**src/design/fdss_pkg.sv**
```systemverilog
package fdss_pkg;

    typedef enum logic [2:0] {
        OP_TICK    = 3'd0,
        OP_CLEAR   = 3'd1,
        OP_NUMBER  = 3'd2,
        OP_PROGRAM = 3'd3,
        OP_RUNNING = 3'd4
    } t_op;

    typedef logic [7:0] t_code;
    typedef t_code [3:0] t_codes;

    // number after sign handling, split by thousands
    typedef struct packed {
        logic       neg;
        logic [5:0] thousands;
        logic [9:0] rest;
    } t_split;

    localparam t_code GLYPH_P      = 8'd10;
    localparam t_code GLYPH_BLANK  = 8'd11;
    localparam t_code GLYPH_RUN3   = 8'd12;
    localparam t_code GLYPH_RUN2   = 8'd13;
    localparam t_code GLYPH_RUN1   = 8'd14;
    localparam t_code GLYPH_MINUS  = 8'd18;

    localparam logic [15:0] NEG_CLAMP = 16'd999;

    // active-low patterns, bit 7 unused, codes past the table show blank
    function automatic logic [7:0] glyph_pattern(input t_code code);
        logic [7:0] pat;
        case (code)
            8'd0:    pat = 8'hC0;
            8'd1:    pat = 8'hF9;
            8'd2:    pat = 8'hA4;
            8'd3:    pat = 8'hB0;
            8'd4:    pat = 8'h99;
            8'd5:    pat = 8'h92;
            8'd6:    pat = 8'h82;
            8'd7:    pat = 8'hF8;
            8'd8:    pat = 8'h80;
            8'd9:    pat = 8'h90;
            8'd10:   pat = 8'h0C;
            8'd11:   pat = 8'hFF;
            8'd12:   pat = 8'h88;
            8'd13:   pat = 8'hC1;
            8'd14:   pat = 8'hC8;
            8'd15:   pat = 8'hAF;
            8'd16:   pat = 8'hE3;
            8'd17:   pat = 8'hAB;
            8'd18:   pat = 8'hBF;
            default: pat = 8'hFF;
        endcase
        return pat;
    endfunction

endpackage

```
**src/design/fdss_if.sv**
```systemverilog
interface fdss_in_if;
    logic               valid;
    logic               ready;
    logic [2:0]         operation;
    logic signed [15:0] number_value;
    logic [7:0]         program_index;

    modport source (output valid, output operation, output number_value,
                    output program_index, input ready);
    modport sink   (input valid, input operation, input number_value,
                    input program_index, output ready);
endinterface

interface fdss_out_if;
    logic       valid;
    logic       ready;
    logic [1:0] digit_position;
    logic [3:0] common_drive;
    logic [6:0] segment_drive;
    logic       bottom_drive;

    modport source (output valid, output digit_position, output common_drive,
                    output segment_drive, output bottom_drive, input ready);
    modport sink   (input valid, input digit_position, input common_drive,
                    input segment_drive, input bottom_drive, output ready);
endinterface

```
**src/design/fdss_num_split.sv**
```systemverilog
module fdss_num_split
    import fdss_pkg::*;
(
    input  t_split i_split,
    output t_codes o_codes
);

    logic [17:0] w_p10;
    logic [15:0] w_p100;
    logic [6:0]  w_tens_all;
    logic [3:0]  w_d0;
    logic [3:0]  w_d1;
    logic [3:0]  w_d2;
    logic        w_has_k;
    logic        w_show2;
    logic        w_show1;

    // rest < 1000: reciprocal multiplies for /10 and /100
    assign w_p10      = {8'd0, i_split.rest} * 18'd205;
    assign w_p100     = {6'd0, i_split.rest} * 16'd41;
    assign w_tens_all = w_p10[17:11];
    assign w_d2       = w_p100[15:12];
    assign w_d0       = 4'(i_split.rest - 10'(w_tens_all) * 10'd10);
    assign w_d1       = 4'(w_tens_all - 7'(w_d2) * 7'd10);

    // leading zero blanking
    assign w_has_k  = (i_split.thousands != 6'd0);
    assign w_show2  = w_has_k || (i_split.rest > 10'd99);
    assign w_show1  = w_show2 || (w_d1 != 4'd0);

    always_comb begin
        if (i_split.neg) begin
            o_codes[3] = GLYPH_MINUS;
        end else if (w_has_k) begin
            o_codes[3] = {2'b00, i_split.thousands};
        end else begin
            o_codes[3] = GLYPH_BLANK;
        end
        o_codes[2] = w_show2 ? {4'd0, w_d2} : GLYPH_BLANK;
        o_codes[1] = w_show1 ? {4'd0, w_d1} : GLYPH_BLANK;
        o_codes[0] = {4'd0, w_d0};
    end

endmodule

```
**src/design/four_digit_seven_segment_scanner_top.sv**
```systemverilog
// Four-digit multiplexed seven-segment driver. Each input transaction is
// either a scan tick or an update of the four glyph codes (clear, signed
// number, program index shown as 'P' and the index, or the running marker
// with the index). Only scan ticks produce an output transaction: the next
// digit position (wrapping 3 to 0, so the first tick after reset drives
// digit 1), the active-low common for that digit, its active-low segment
// pattern and the shared bottom-bar line (0 = lit). Numbers below zero show
// a minus sign with the magnitude clamped to 999; positive numbers of 10000
// and above put the thousands count as a glyph code on the left digit,
// where codes of 19 and above are blank. The block takes one transaction
// per cycle while no result waits to be taken; a scan tick's result passes
// through the input, digit split and result registers in that order.
// The three stages move together, so the whole pipeline holds
// while a result waits to be taken, and input ready drops only in that case.
module four_digit_seven_segment_scanner_top
    import fdss_pkg::*;
(
    input  logic    i_clk,
    input  logic    i_rst_n,
    fdss_in_if.sink    i_in,
    fdss_out_if.source o_out
);

    // pipeline advance: result register empty or being taken
    logic w_en;

    // stage 1: captured transaction
    logic               r_s1_valid;
    t_op                r_s1_op;
    logic signed [15:0] r_s1_value;
    logic [7:0]         r_s1_idx;

    // stage 2: number split by thousands
    logic   r_s2_valid;
    t_op    r_s2_op;
    logic [7:0] r_s2_idx;
    t_split r_s2_split;

    // display state
    t_codes     r_codes;
    t_codes     n_codes;
    logic [1:0] r_pos;
    logic [1:0] n_pos;

    // result register
    logic       r_out_valid;
    logic       n_out_valid;
    logic [1:0] r_out_pos;
    logic [3:0] r_out_common;
    logic [6:0] r_out_seg;
    logic       r_out_bottom;
    logic [1:0] n_out_pos;
    logic [3:0] n_out_common;
    logic [6:0] n_out_seg;
    logic       n_out_bottom;

    // stage 1 to 2 logic
    logic        w_neg;
    logic [15:0] w_neg_mag;
    logic [14:0] w_mag;
    logic [30:0] w_prod;
    logic [5:0]  w_k;
    t_split      n_split;

    t_codes     w_num_codes;
    logic [7:0] w_pat;

    assign w_en       = !r_out_valid || o_out.ready;
    assign i_in.ready = w_en;

    // --- stage 1 ---
    always_ff @(posedge i_clk) begin
        if (!i_rst_n) begin
            r_s1_valid <= 1'b0;
        end else if (w_en) begin
            r_s1_valid <= i_in.valid;
        end
    end

    always_ff @(posedge i_clk) begin
        if (w_en) begin
            r_s1_op    <= t_op'(i_in.operation);
            r_s1_value <= i_in.number_value;
            r_s1_idx   <= i_in.program_index;
        end
    end

    // --- magnitude with clamp, then thousands by reciprocal multiply ---
    always_comb begin
        w_neg     = r_s1_value[15];
        w_neg_mag = 16'(~r_s1_value + 16'sd1);  // -32768 gives 32768, clamped below
        if (w_neg) begin
            w_mag = (w_neg_mag > NEG_CLAMP) ? 15'(NEG_CLAMP) : w_neg_mag[14:0];
        end else begin
            w_mag = r_s1_value[14:0];
        end
        // 33555 / 2^25 approximates 1/1000, exact for magnitudes below 32768
        w_prod = {16'd0, w_mag} * 31'd33555;
        w_k    = w_prod[30:25];
        n_split.neg       = w_neg;
        n_split.thousands = w_k;
        n_split.rest      = 10'(w_mag - 15'(w_k) * 15'd1000);
    end

    // --- stage 2 ---
    always_ff @(posedge i_clk) begin
        if (!i_rst_n) begin
            r_s2_valid <= 1'b0;
        end else if (w_en) begin
            r_s2_valid <= r_s1_valid;
        end
    end

    always_ff @(posedge i_clk) begin
        if (w_en) begin
            r_s2_op    <= r_s1_op;
            r_s2_idx   <= r_s1_idx;
            r_s2_split <= n_split;
        end
    end

    fdss_num_split u_split (
        .i_split (r_s2_split),
        .o_codes (w_num_codes)
    );

    // --- apply: update glyph codes or scan one digit ---
    always_comb begin
        n_codes      = r_codes;
        n_pos        = r_pos;
        n_out_valid  = 1'b0;
        n_out_pos    = r_out_pos;
        n_out_common = r_out_common;
        n_out_seg    = r_out_seg;
        n_out_bottom = r_out_bottom;
        w_pat        = 8'hFF;
        if (r_s2_valid) begin
            case (r_s2_op)
                OP_TICK: begin
                    n_pos        = 2'(r_pos + 2'd1);
                    w_pat        = glyph_pattern(r_codes[n_pos]);
                    n_out_valid  = 1'b1;
                    n_out_pos    = n_pos;
                    n_out_common = 4'hF & ~(4'b0001 << n_pos);
                    n_out_seg    = w_pat[6:0];
                    // bottom segment lit means pattern bit 3 low
                    n_out_bottom = w_pat[3];
                end
                OP_CLEAR: begin
                    n_codes = {GLYPH_BLANK, GLYPH_BLANK, GLYPH_BLANK, GLYPH_BLANK};
                end
                OP_NUMBER: begin
                    n_codes = w_num_codes;
                end
                OP_PROGRAM: begin
                    n_codes = {GLYPH_BLANK, GLYPH_P, r_s2_idx, GLYPH_BLANK};
                end
                OP_RUNNING: begin
                    n_codes = {GLYPH_RUN3, GLYPH_RUN2, GLYPH_RUN1, r_s2_idx};
                end
                default: begin
                    // unused operation codes change nothing
                    n_codes = r_codes;
                end
            endcase
        end
    end

    always_ff @(posedge i_clk) begin
        if (!i_rst_n) begin
            r_codes     <= {GLYPH_BLANK, GLYPH_BLANK, GLYPH_BLANK, GLYPH_BLANK};
            r_pos       <= 2'd0;
            r_out_valid <= 1'b0;
        end else if (w_en) begin
            r_codes     <= n_codes;
            r_pos       <= n_pos;
            r_out_valid <= n_out_valid;
        end
    end

    always_ff @(posedge i_clk) begin
        if (w_en) begin
            r_out_pos    <= n_out_pos;
            r_out_common <= n_out_common;
            r_out_seg    <= n_out_seg;
            r_out_bottom <= n_out_bottom;
        end
    end

    assign o_out.valid          = r_out_valid;
    assign o_out.digit_position = r_out_pos;
    assign o_out.common_drive   = r_out_common;
    assign o_out.segment_drive  = r_out_seg;
    assign o_out.bottom_drive   = r_out_bottom;

endmodule

```
**src/flat_wrapper.sv**
```systemverilog
// flat-port wrapper written by rule: the top's interface ports become plain ports
module four_digit_seven_segment_scanner_top_flat import fdss_pkg::*;
  (i_clk, i_rst_n, i_in_valid, i_in_operation, i_in_number_value, i_in_program_index, i_in_ready, o_out_valid, o_out_digit_position, o_out_common_drive, o_out_segment_drive, o_out_bottom_drive, o_out_ready);
  fdss_in_if i_in_i ();
  fdss_out_if o_out_i ();
  input  logic i_clk;
  input  logic i_rst_n;
  input wire logic [$bits(i_in_i.valid)-1:0] i_in_valid;
  input wire logic [$bits(i_in_i.operation)-1:0] i_in_operation;
  input wire logic [$bits(i_in_i.number_value)-1:0] i_in_number_value;
  input wire logic [$bits(i_in_i.program_index)-1:0] i_in_program_index;
  output wire logic [$bits(i_in_i.ready)-1:0] i_in_ready;
  output wire logic [$bits(o_out_i.valid)-1:0] o_out_valid;
  output wire logic [$bits(o_out_i.digit_position)-1:0] o_out_digit_position;
  output wire logic [$bits(o_out_i.common_drive)-1:0] o_out_common_drive;
  output wire logic [$bits(o_out_i.segment_drive)-1:0] o_out_segment_drive;
  output wire logic [$bits(o_out_i.bottom_drive)-1:0] o_out_bottom_drive;
  input wire logic [$bits(o_out_i.ready)-1:0] o_out_ready;
  assign i_in_i.valid = i_in_valid;
  assign i_in_i.operation = i_in_operation;
  assign i_in_i.number_value = i_in_number_value;
  assign i_in_i.program_index = i_in_program_index;
  assign i_in_ready = i_in_i.ready;
  assign o_out_valid = o_out_i.valid;
  assign o_out_digit_position = o_out_i.digit_position;
  assign o_out_common_drive = o_out_i.common_drive;
  assign o_out_segment_drive = o_out_i.segment_drive;
  assign o_out_bottom_drive = o_out_i.bottom_drive;
  assign o_out_i.ready = o_out_ready;
  four_digit_seven_segment_scanner_top u_core (.i_clk(i_clk), .i_rst_n(i_rst_n), .i_in(i_in_i), .o_out(o_out_i));
endmodule
```
**config.mk**
```make
export PLATFORM = sky130hd
export DESIGN_NAME = four_digit_seven_segment_scanner_top_flat
export DESIGN_NICKNAME = d
export VERILOG_FILES = /design/src/design/fdss_pkg.sv /design/src/design/fdss_if.sv /design/src/design/fdss_num_split.sv /design/src/design/four_digit_seven_segment_scanner_top.sv /design/src/flat_wrapper.sv
export SDC_FILE = /design/constraint.sdc
export NUM_CORES = 1
export LEC_CHECK = 0
export BUFFER_PORTS_ARGS = -buffer_cell sky130_fd_sc_hd__buf_4
export CAP_MARGIN = 10
export CORE_MARGIN = 2
export CORE_UTILIZATION = 32
export CTS_CLUSTER_DIAMETER = 80
export DETAILED_ROUTE_END_ITERATION = 7
export PLACE_DENSITY = 0.58
export RECOVER_POWER = 100
export SLEW_MARGIN = 20
export SYNTH_ARGS = -nofsm -noshare
export SYNTH_HDL_FRONTEND = slang
export SYNTH_SLANG_ARGS = --single-unit
```
**constraint.sdc**
```tcl
create_clock -name i_clk -period 12.2 [get_ports i_clk]
set_input_delay 0.61 -clock i_clk [delete_from_list [all_inputs] [get_ports i_clk]]
set_output_delay 0.61 -clock i_clk [all_outputs]
set_load 0.1 [all_outputs]
```
==> results of run 1 <==
[worst max-delay path, delay by kind of cell (launching register included)]
family	cells	cell delay [ns]
compound gates	6	1.62
fa+ha+maj	12	4.84
xor+xnor	8	1.19
flops	1	0.60
buf+inv	2	0.17
simple gates	6	2.33
[kinds of logic (layout without fill, tap and decap cells)]
kind of cell,after synthesis,in the layout,synth area share (%)
adders and majority gates,273,273,38.55
and+or+nand+nor,214,214,10.90
buffers and inverters,203,241,7.731
AOI/OAI and AO/OA,153,153,9.988
DFF,99,99,26.53
xor gates and xnor gates,42,42,3.940
muxes,17,17,2.357
[placed cells by master, fill, tap and decap left out, drive strengths merged, types with 8 or more instances in the layout]
cell type	count
nand2	48
mux2i	9
nand2b	10
nand3	19
nor3	18
fa	61
inv	179
clkbuf	55
a21oi	39
o21ai	35
dfxtp	31
edfxtp	68
xnor2	34
and2	8
ha	210
a21o	10
nor2	65
o22ai	8
[stage by stage]
step                util, %  hold slack, ns  area [µm²]  std cells  setup WS, ns
finish                35.78          0.4220       11000       1435         1.203
floorplan                 -          0.4003       10030       1001         2.887
global route          35.78          0.4320       11000       1435        0.5894
CTS                   36.08          0.4177       11100       1435         1.824
global placement      35.10          0.4031       10790       1419         2.111
detailed placement    35.10          0.4052       10790       1419         1.839
[area by class of cell]
class                   count  area, µm²
clock buffers               9      225.2
well taps                 396      495.5
flip-flops and latches     99       2663
inverters                 176      661.9
fillers                  3157      19750
clock inverters             7      78.83
repair buffers             49      300.3
multi-input cells         699       6578
[registers in the layout (all words and copies together), names as in the netlist, 3 cells and up]
signal                      cells
u_core.r_s2_split              17
u_core.r_codes                 26
u_core.o_out.segment_drive      7
u_core.r_s1_op                  3
u_core.r_s2_op                  3
u_core.r_s1_value              16
u_core.o_out.common_drive       4
u_core.r_s1_idx                 8
u_core.r_s2_idx                 8
[metal layers]
metal,global-route usage [%],wire length [µm]
met5,0,0
met4,1.821,140
met3,1.955,751
met2,23.34,10160
met1,17.89,9897
[worst max-delay path by stage]
stage	slack, ns	endpoint	cells after the start
5_1_grt	0.59	u_core.r_s2_split[9]$_DFFE_PP_	37
4_1_cts	1.82	u_core.r_s2_split[9]$_DFFE_PP_	34
2_1_floorplan	2.89	u_core.r_s2_split[9]$_DFFE_PP_	34
3_3_place_gp	2.11	u_core.r_s2_split[9]$_DFFE_PP_	35
3_5_place_dp	1.84	u_core.r_s2_split[9]$_DFFE_PP_	34
6_report	1.20	u_core.r_s2_split[9]$_DFFE_PP_	34
==> flow_summary.toml, run 1 <==
[die]
die_h_um = 181.1
initial_core_util_pct = 32.63
pin_count = 47
die_w_um = 181.1
dieArea_um2 = 32790
rows = 64
coreArea_um2 = 30750

[clocking]
htree_levels = 3
root_buffer = "clkbuf_16"
clkSinkCount = 99
cts_resized = 0
clk_latency_ns = 0.35
clk_pin_slew_ns = 0.08
hold_buffers = 0
cts_setup_buffers = 0
cts_buffers = 9
cts_buffer_depth = 2
cts_tree = "built"

[setup_path]
crit_path_end_kind = "register"
crit_type = "register to register"
setup.worst_path.start_class = "register"
r2r-end = "u_core.r_s2_split[9]$_DFFE_PP_"
worst_r2r_path_depth = 34
worstPathMaxFanout = 15
cp.arrival_ns = 11.10
crit_path_max_incr_delay_ns = 0.86
rrSetupSlack_ns = 1.20
r2r-start = "u_core.r_s1_value[3]$_DFFE_PP_"
crit_required_ns = 12.30
startpoint = "u_core.r_s1_value[3]$_DFFE_PP_"
cp_slowest_cell = "nor4_1"

[routing]
remaining_drc_errors = 0
wl_per_cell_um = 14.60
wl_mm = 20.95
drt_iter0_markers = 277
ant_nets = 0
vias_per_cell = 4.883
vias = 7007
firstDrtPassIters = 5

[yosys]
ys_ff_latch = 99
postSynth.asyncResetShare_pct = 0
ys_types = 70
yosysTopAreaCell = "ha_1"
synthesis.area_um2 = 10030
syn-num-nets = 1303
ys_seq_area_share_pct = 26.53
synth.area.top_cells = "ha_1 26%, edfxtp_1 20%, fa_1 12%, inv_1 6.5%, dfxtp_1 6.2%"
synthFlopType = "edfxtp_1"
synth_edf_count = 68
netlist.area_leader.share_pct = 26.18
yosysWarnings = 0
synth.most_common_cell = "ha_1"
synthCells = 1001
synth.avg_cell_area_um2 = 10.02
synthTopCellsByCount = "210 x ha_1, 175 x inv_1, 68 x edfxtp_1"

[sta]
drv_slew = 78
tns_ns = 0
fmax_mhz = 90.93
finalClockSkew_ns = 0.01151
setup_viol = 0
maxSlewHeadroom_pct = -118.8
period_share_pct = 90.14
period_needed_ns = 11.00
hold_viol = 0
rsz0062_at_grt = "no"
worst_pin_slew_ns = 3.281

[place]
gp_congestion = 0.8526
port_buffers = 46
hpwl_mm = 17.22

[run_status]
outcome = "finished, violations left"
violations = "capacitance limit, slew limit"

[final_layout]
syn_to_final_growth_pct = 9.638
final_nets = 1336
antennaDiodeCount = 0
drive_above_1_share_pct = 6.737

[global_routing]
grt_max_degree = 62
grt_first_pass_wirelength_mm = 35.69
antenna_found_initial = 0
grt_pass1_vias = 7189
track_usage_pct = 13.35
overflow = 0

[hold_path]
hold_class = "register to register"
min_path_cells = 0
hold-path-endpoint = "u_core.r_s2_idx[1]$_DFFE_PP_"
holdCritStartpoint = "u_core.r_s1_idx[1]$_DFFE_PP_"

[flow_run]
maxCapViolations = 2
Power of run 1 is left out: the tool's default activity adds up to more than one toggle a clock period on the data nets, which glitch-free logic cannot reach.
==> run 2: changes to the inputs <==
CORE_ASPECT_RATIO = 0.5   (was unset)
==> run 2 against run 1 <==
  * Wire length is 0.42% higher
  * Highest routed layer unchanged
  * Largest cell class unchanged
  * Critical endpoint unchanged
  * The run still ends with capacitance limit, slew limit left
  * Design area is 0.39% higher
  * Die area is 0.26% higher
  * Via count is 0.76% higher
  * Setup slack better by 0.35 ns
  * Cell count is 1.7% higher
  * Utilization is 0.35 points higher
  * Sequential cell count stayed put
==> flow_summary.toml, run 2 (synthesized netlist as in run 1, its figures left out) <==
[setup_path]
r2r-end = "u_core.r_s2_split[9]$_DFFE_PP_"
cp_slowest_cell = "edfxtp_1"
critPathTopFamily = "adder cells"
crit_path_max_incr_delay_ns = 0.61
crit_type = "register to register"
crit_required_ns = 12.31
rrSetupSlack_ns = 1.55
r2r-start = "u_core.r_s1_value[3]$_DFFE_PP_"
setup.worst_path.start_class = "register"
cp.arrival_ns = 10.76
worstPathMaxFanout = 15
cp_num_buf_inv = 2
crit_path_end_kind = "register"
worst_r2r_path_depth = 34
crit_cells = 34

[die]
die_w_um = 254.4
die_h_um = 129.2
pin_count = 47
initial_core_util_pct = 32.82
rows = 45
coreArea_um2 = 30570
dieArea_um2 = 32880

[sta]
maxSlewHeadroom_pct = -108.2
setup_viol = 0
drv_slew = 77
period_needed_ns = 10.65
hold_viol = 0
finalClockSkew_ns = 0.01237
tns_ns = 0
rsz0062_at_grt = "no"
fmax_mhz = 93.91
worst_pin_slew_ns = 3.122
period_share_pct = 87.28

[hold_path]
hold_class = "register to register"
hold-path-endpoint = "u_core.r_s2_idx[1]$_DFFE_PP_"
min_path_cells = 0
holdCritStartpoint = "u_core.r_s1_idx[1]$_DFFE_PP_"

[routing]
wl_mm = 21.04
vias = 7060
remaining_drc_errors = 0
firstDrtPassIters = 4
vias_per_cell = 4.836
ant_nets = 0
drt_iter0_markers = 454
wl_per_cell_um = 14.41

[clocking]
cts_tree = "built"
cts_resized = 0
root_buffer = "clkbuf_16"
htree_levels = 3
cts_setup_buffers = 0
hold_buffers = 0
cts_buffers = 9
cts_buffer_depth = 2
clk_latency_ns = 0.35
clkSinkCount = 99
clk_pin_slew_ns = 0.08

[final_layout]
final_common_cell = "ha_1"
syn_to_final_growth_pct = 10.06
final_nets = 1334
antennaDiodeCount = 0
regMostFlops = "u_core.r_codes"
stdcell_area_um2 = 11040
final_cell_mix = "210 x ha_1, 175 x inv_1, 68 x edfxtp_1, 65 x nor2_1, 61 x fa_1"
nFillCells = 3058
reg.largest.list = "u_core.r_codes: 26 flops, u_core.r_s2_split: 17 flops, u_core.r_s1_value: 16 flops"
largest_reg_flops = 26
drive_above_1_share_pct = 6.654

[run_status]
outcome = "finished, violations left"
violations = "capacitance limit, slew limit"

[global_routing]
grt_first_pass_wirelength_mm = 34.98
overflow = 0
grt_pass1_vias = 7074
track_usage_pct = 13.21
antenna_found_initial = 0
grt_max_degree = 61

[place]
post_dp_cell_area_um2 = 10810
port_buffers = 46
gp_congestion = 0.8866
hpwl_mm = 17.35

[flow_run]
maxCapViolations = 2
## run 2: worst max-delay path by stage
| stage | endpoint | slack (ns) | startpoint |
|---|---|---|---|
| after floorplan | u_core.r_s2_split[9]$_DFFE_PP_ | 2.89 | u_core.r_s1_value[3]$_DFFE_PP_ |
| after CTS | u_core.r_s2_split[9]$_DFFE_PP_ | 1.48 | u_core.r_s1_value[3]$_DFFE_PP_ |
| after global placement | u_core.r_s2_split[9]$_DFFE_PP_ | 1.80 | u_core.r_s1_value[3]$_DFFE_PP_ |
| final | u_core.r_s2_split[9]$_DFFE_PP_ | 1.55 | u_core.r_s1_value[3]$_DFFE_PP_ |
| after detailed placement | u_core.r_s2_split[9]$_DFFE_PP_ | 1.55 | u_core.r_s1_value[3]$_DFFE_PP_ |
| after global routing | u_core.r_s2_split[9]$_DFFE_PP_ | 0.89 | u_core.r_s1_value[2]$_DFFE_PP_ |
## run 2: cell type report
type / instances / area, µm² / area share [%]
well taps: 423 / 529.3 / 4.792
clock inverters: 6 / 52.55 / 0.4758
repair buffers: 47 / 289.0 / 2.617
inverters: 176 / 661.9 / 5.993
clock buffers: 10 / 250.2 / 2.266
multi-input cells: 699 / 6599 / 59.75
flip-flops and latches: 99 / 2663 / 24.11
## run 2: per-layer routing
layer  global-route usage (%)  part of all wire (%)  vias up
met1                    18.09                    48     3386
met2                    22.46                    47      137
met3                    2.170                   4.4       16
met4                    2.042                  0.96        0
li1                         -                     -     3521
met5                        0                     0        -
## run 2: stage by stage
step	hold slack, ns	worst slack [ns]	instances	util (%)
2_1_floorplan	0.4003	2.887	1001	-
3_3_place_gp	0.4066	1.803	1444	35.36
3_5_place_dp	0.4066	1.549	1444	35.36
4_1_cts	0.4179	1.484	1460	36.35
5_1_grt	0.4241	0.8919	1460	36.12
6_report	0.4168	1.552	1460	36.12
Power of run 2 is left out for the same reason.
==> run 3: changes to the inputs <==
clock period = 13.1 ns   (was 12.2 ns; I/O delays follow)
==> run 3 against run 2 <==
  * The flow still finishes with violations (capacitance limit, slew limit)
  * Die area stayed put
  * Largest cell class unchanged
  * Sequential share of layout area barely moved
  * Non-clock buffer count stayed put
  * Via count unchanged
==> flow_summary.toml, run 3 (synthesized netlist as in run 1, its figures left out) <==
[flow_run]
maxCapViolations = 2

[routing]
wl_mm = 21.11
firstDrtPassIters = 5
remaining_drc_errors = 0
drt_iter0_markers = 425
vias_per_cell = 4.836
ant_nets = 0
wl_per_cell_um = 14.46
vias = 7060

[setup_path]
crit_type = "register to register"
setup.worst_path.start_class = "register"
cp_slowest_cell = "nor4_1"
r2r-start = "u_core.r_s1_value[3]$_DFFE_PP_"
crit_path_max_incr_delay_ns = 1.14
worst_r2r_path_depth = 34
r2r-end = "u_core.r_s2_split[9]$_DFFE_PP_"
cp.arrival_ns = 11.51
crit_path_end_kind = "register"
worstPathMaxFanout = 15
rrSetupSlack_ns = 1.70
crit_required_ns = 13.21

[die]
die_w_um = 254.4
initial_core_util_pct = 32.82
dieArea_um2 = 32880
die_h_um = 129.2
coreArea_um2 = 30570
rows = 45
pin_count = 47

[hold_path]
hold_class = "register to register"
holdCritStartpoint = "u_core.r_s1_idx[1]$_DFFE_PP_"
hold-path-endpoint = "u_core.r_s2_idx[1]$_DFFE_PP_"
min_path_cells = 0

[sta]
maxSlewHeadroom_pct = -110.8
worst_pin_slew_ns = 3.163
hold_viol = 0
fmax_mhz = 87.71
period_share_pct = 87.03
finalClockSkew_ns = 0.01038
setup_viol = 0
rsz0062_at_grt = "no"
period_needed_ns = 11.40
drv_slew = 77
timing.hold.ws_ns = 0.4122
tns_ns = 0

[final_layout]
multiInputGateArea_um2 = 6584
final_cell_mix = "210 x ha_1, 175 x inv_1, 68 x edfxtp_1, 65 x nor2_1, 61 x fa_1"
seq_area_um2 = 2663
reg.largest.list = "u_core.r_codes: 26 flops, u_core.r_s2_split: 17 flops, u_core.r_s1_value: 16 flops"
nFillCells = 3020
antennaDiodeCount = 0
drive_above_1_share_pct = 6.365
final_nets = 1334
regMostFlops = "u_core.r_codes"
largest_reg_flops = 26
final_common_cell = "ha_1"
syn_to_final_growth_pct = 10.22

[clocking]
cts_setup_buffers = 0
hold_buffers = 0
clk_pin_slew_ns = 0.07
htree_levels = 3
clk_latency_ns = 0.35
cts_buffer_depth = 2
root_buffer = "clkbuf_16"
cts_tree = "built"
cts_resized = 0
clkSinkCount = 99
cts_buffers = 9

[global_routing]
grt_first_pass_wirelength_mm = 34.90
grt_pass1_vias = 7057
grt_max_degree = 61
antenna_found_initial = 0
track_usage_pct = 13.17
overflow = 0

[run_status]
violations = "capacitance limit, slew limit"
outcome = "finished, violations left"

[place]
gp_congestion = 0.8866
port_buffers = 46
hpwl_mm = 17.32
## run 3: per-layer routing
metal | wire length [µm] | GRT usage, % | up-vias
li1 | - | - | 3514
met4 | 269 | 2.664 | 0
met5 | 0 | 0 | -
met2 | 9916 | 22.10 | 115
met1 | 10280 | 18.24 | 3407
met3 | 648 | 1.828 | 24
## run 3: worst max-delay path by stage
stage | from | to | slack, ns
global route | u_core.r_s1_value[3]$_DFFE_PP_ | u_core.r_s2_split[9]$_DFFE_PP_ | 1.13
detailed placement | u_core.r_s1_value[3]$_DFFE_PP_ | u_core.r_s2_split[9]$_DFFE_PP_ | 2.46
floorplan | u_core.r_s1_value[3]$_DFFE_PP_ | u_core.r_s2_split[9]$_DFFE_PP_ | 3.79
CTS | u_core.r_s1_value[3]$_DFFE_PP_ | u_core.r_s2_split[9]$_DFFE_PP_ | 2.38
global placement | u_core.r_s1_value[3]$_DFFE_PP_ | u_core.r_s2_split[9]$_DFFE_PP_ | 2.70
finish | u_core.r_s1_value[3]$_DFFE_PP_ | u_core.r_s2_split[9]$_DFFE_PP_ | 1.70
## run 3: worst max-delay path: cells and delay by family (launching register included)
kind / cells / cell delay, ns
AOI/OAI and AO/OA: 6 / 1.69
xor gates and xnor gates: 7 / 1.13
adders and majority gates: 12 / 4.91
and+or+nand+nor: 6 / 2.22
buffers and inverters: 2 / 0.17
muxes: 1 / 0.44
DFF: 1 / 0.59
## run 3: layout make-up
| cell class | instances | share of cell area (%) |
|---|---|---|
| clock buffer | 10 | 2.262 |
| timing repair buffer | 47 | 2.545 |
| sequential | 99 | 24.07 |
| multi-input combinational | 699 | 59.52 |
| tap | 423 | 4.785 |
| clock inverter | 6 | 0.8258 |
| inverter | 176 | 5.984 |
## run 3: metrics by stage
step,cell area [µm²],instances,utilization (%),worst slack [ns]
after floorplan,10030,1001,-,3.787
after global placement,10810,1444,35.36,2.703
after detailed placement,10810,1444,35.36,2.465
after CTS,11150,1460,36.48,2.385
after global routing,11060,1460,36.18,1.128
final,11060,1460,36.18,1.698
Power of run 3 is left out for the same reason.
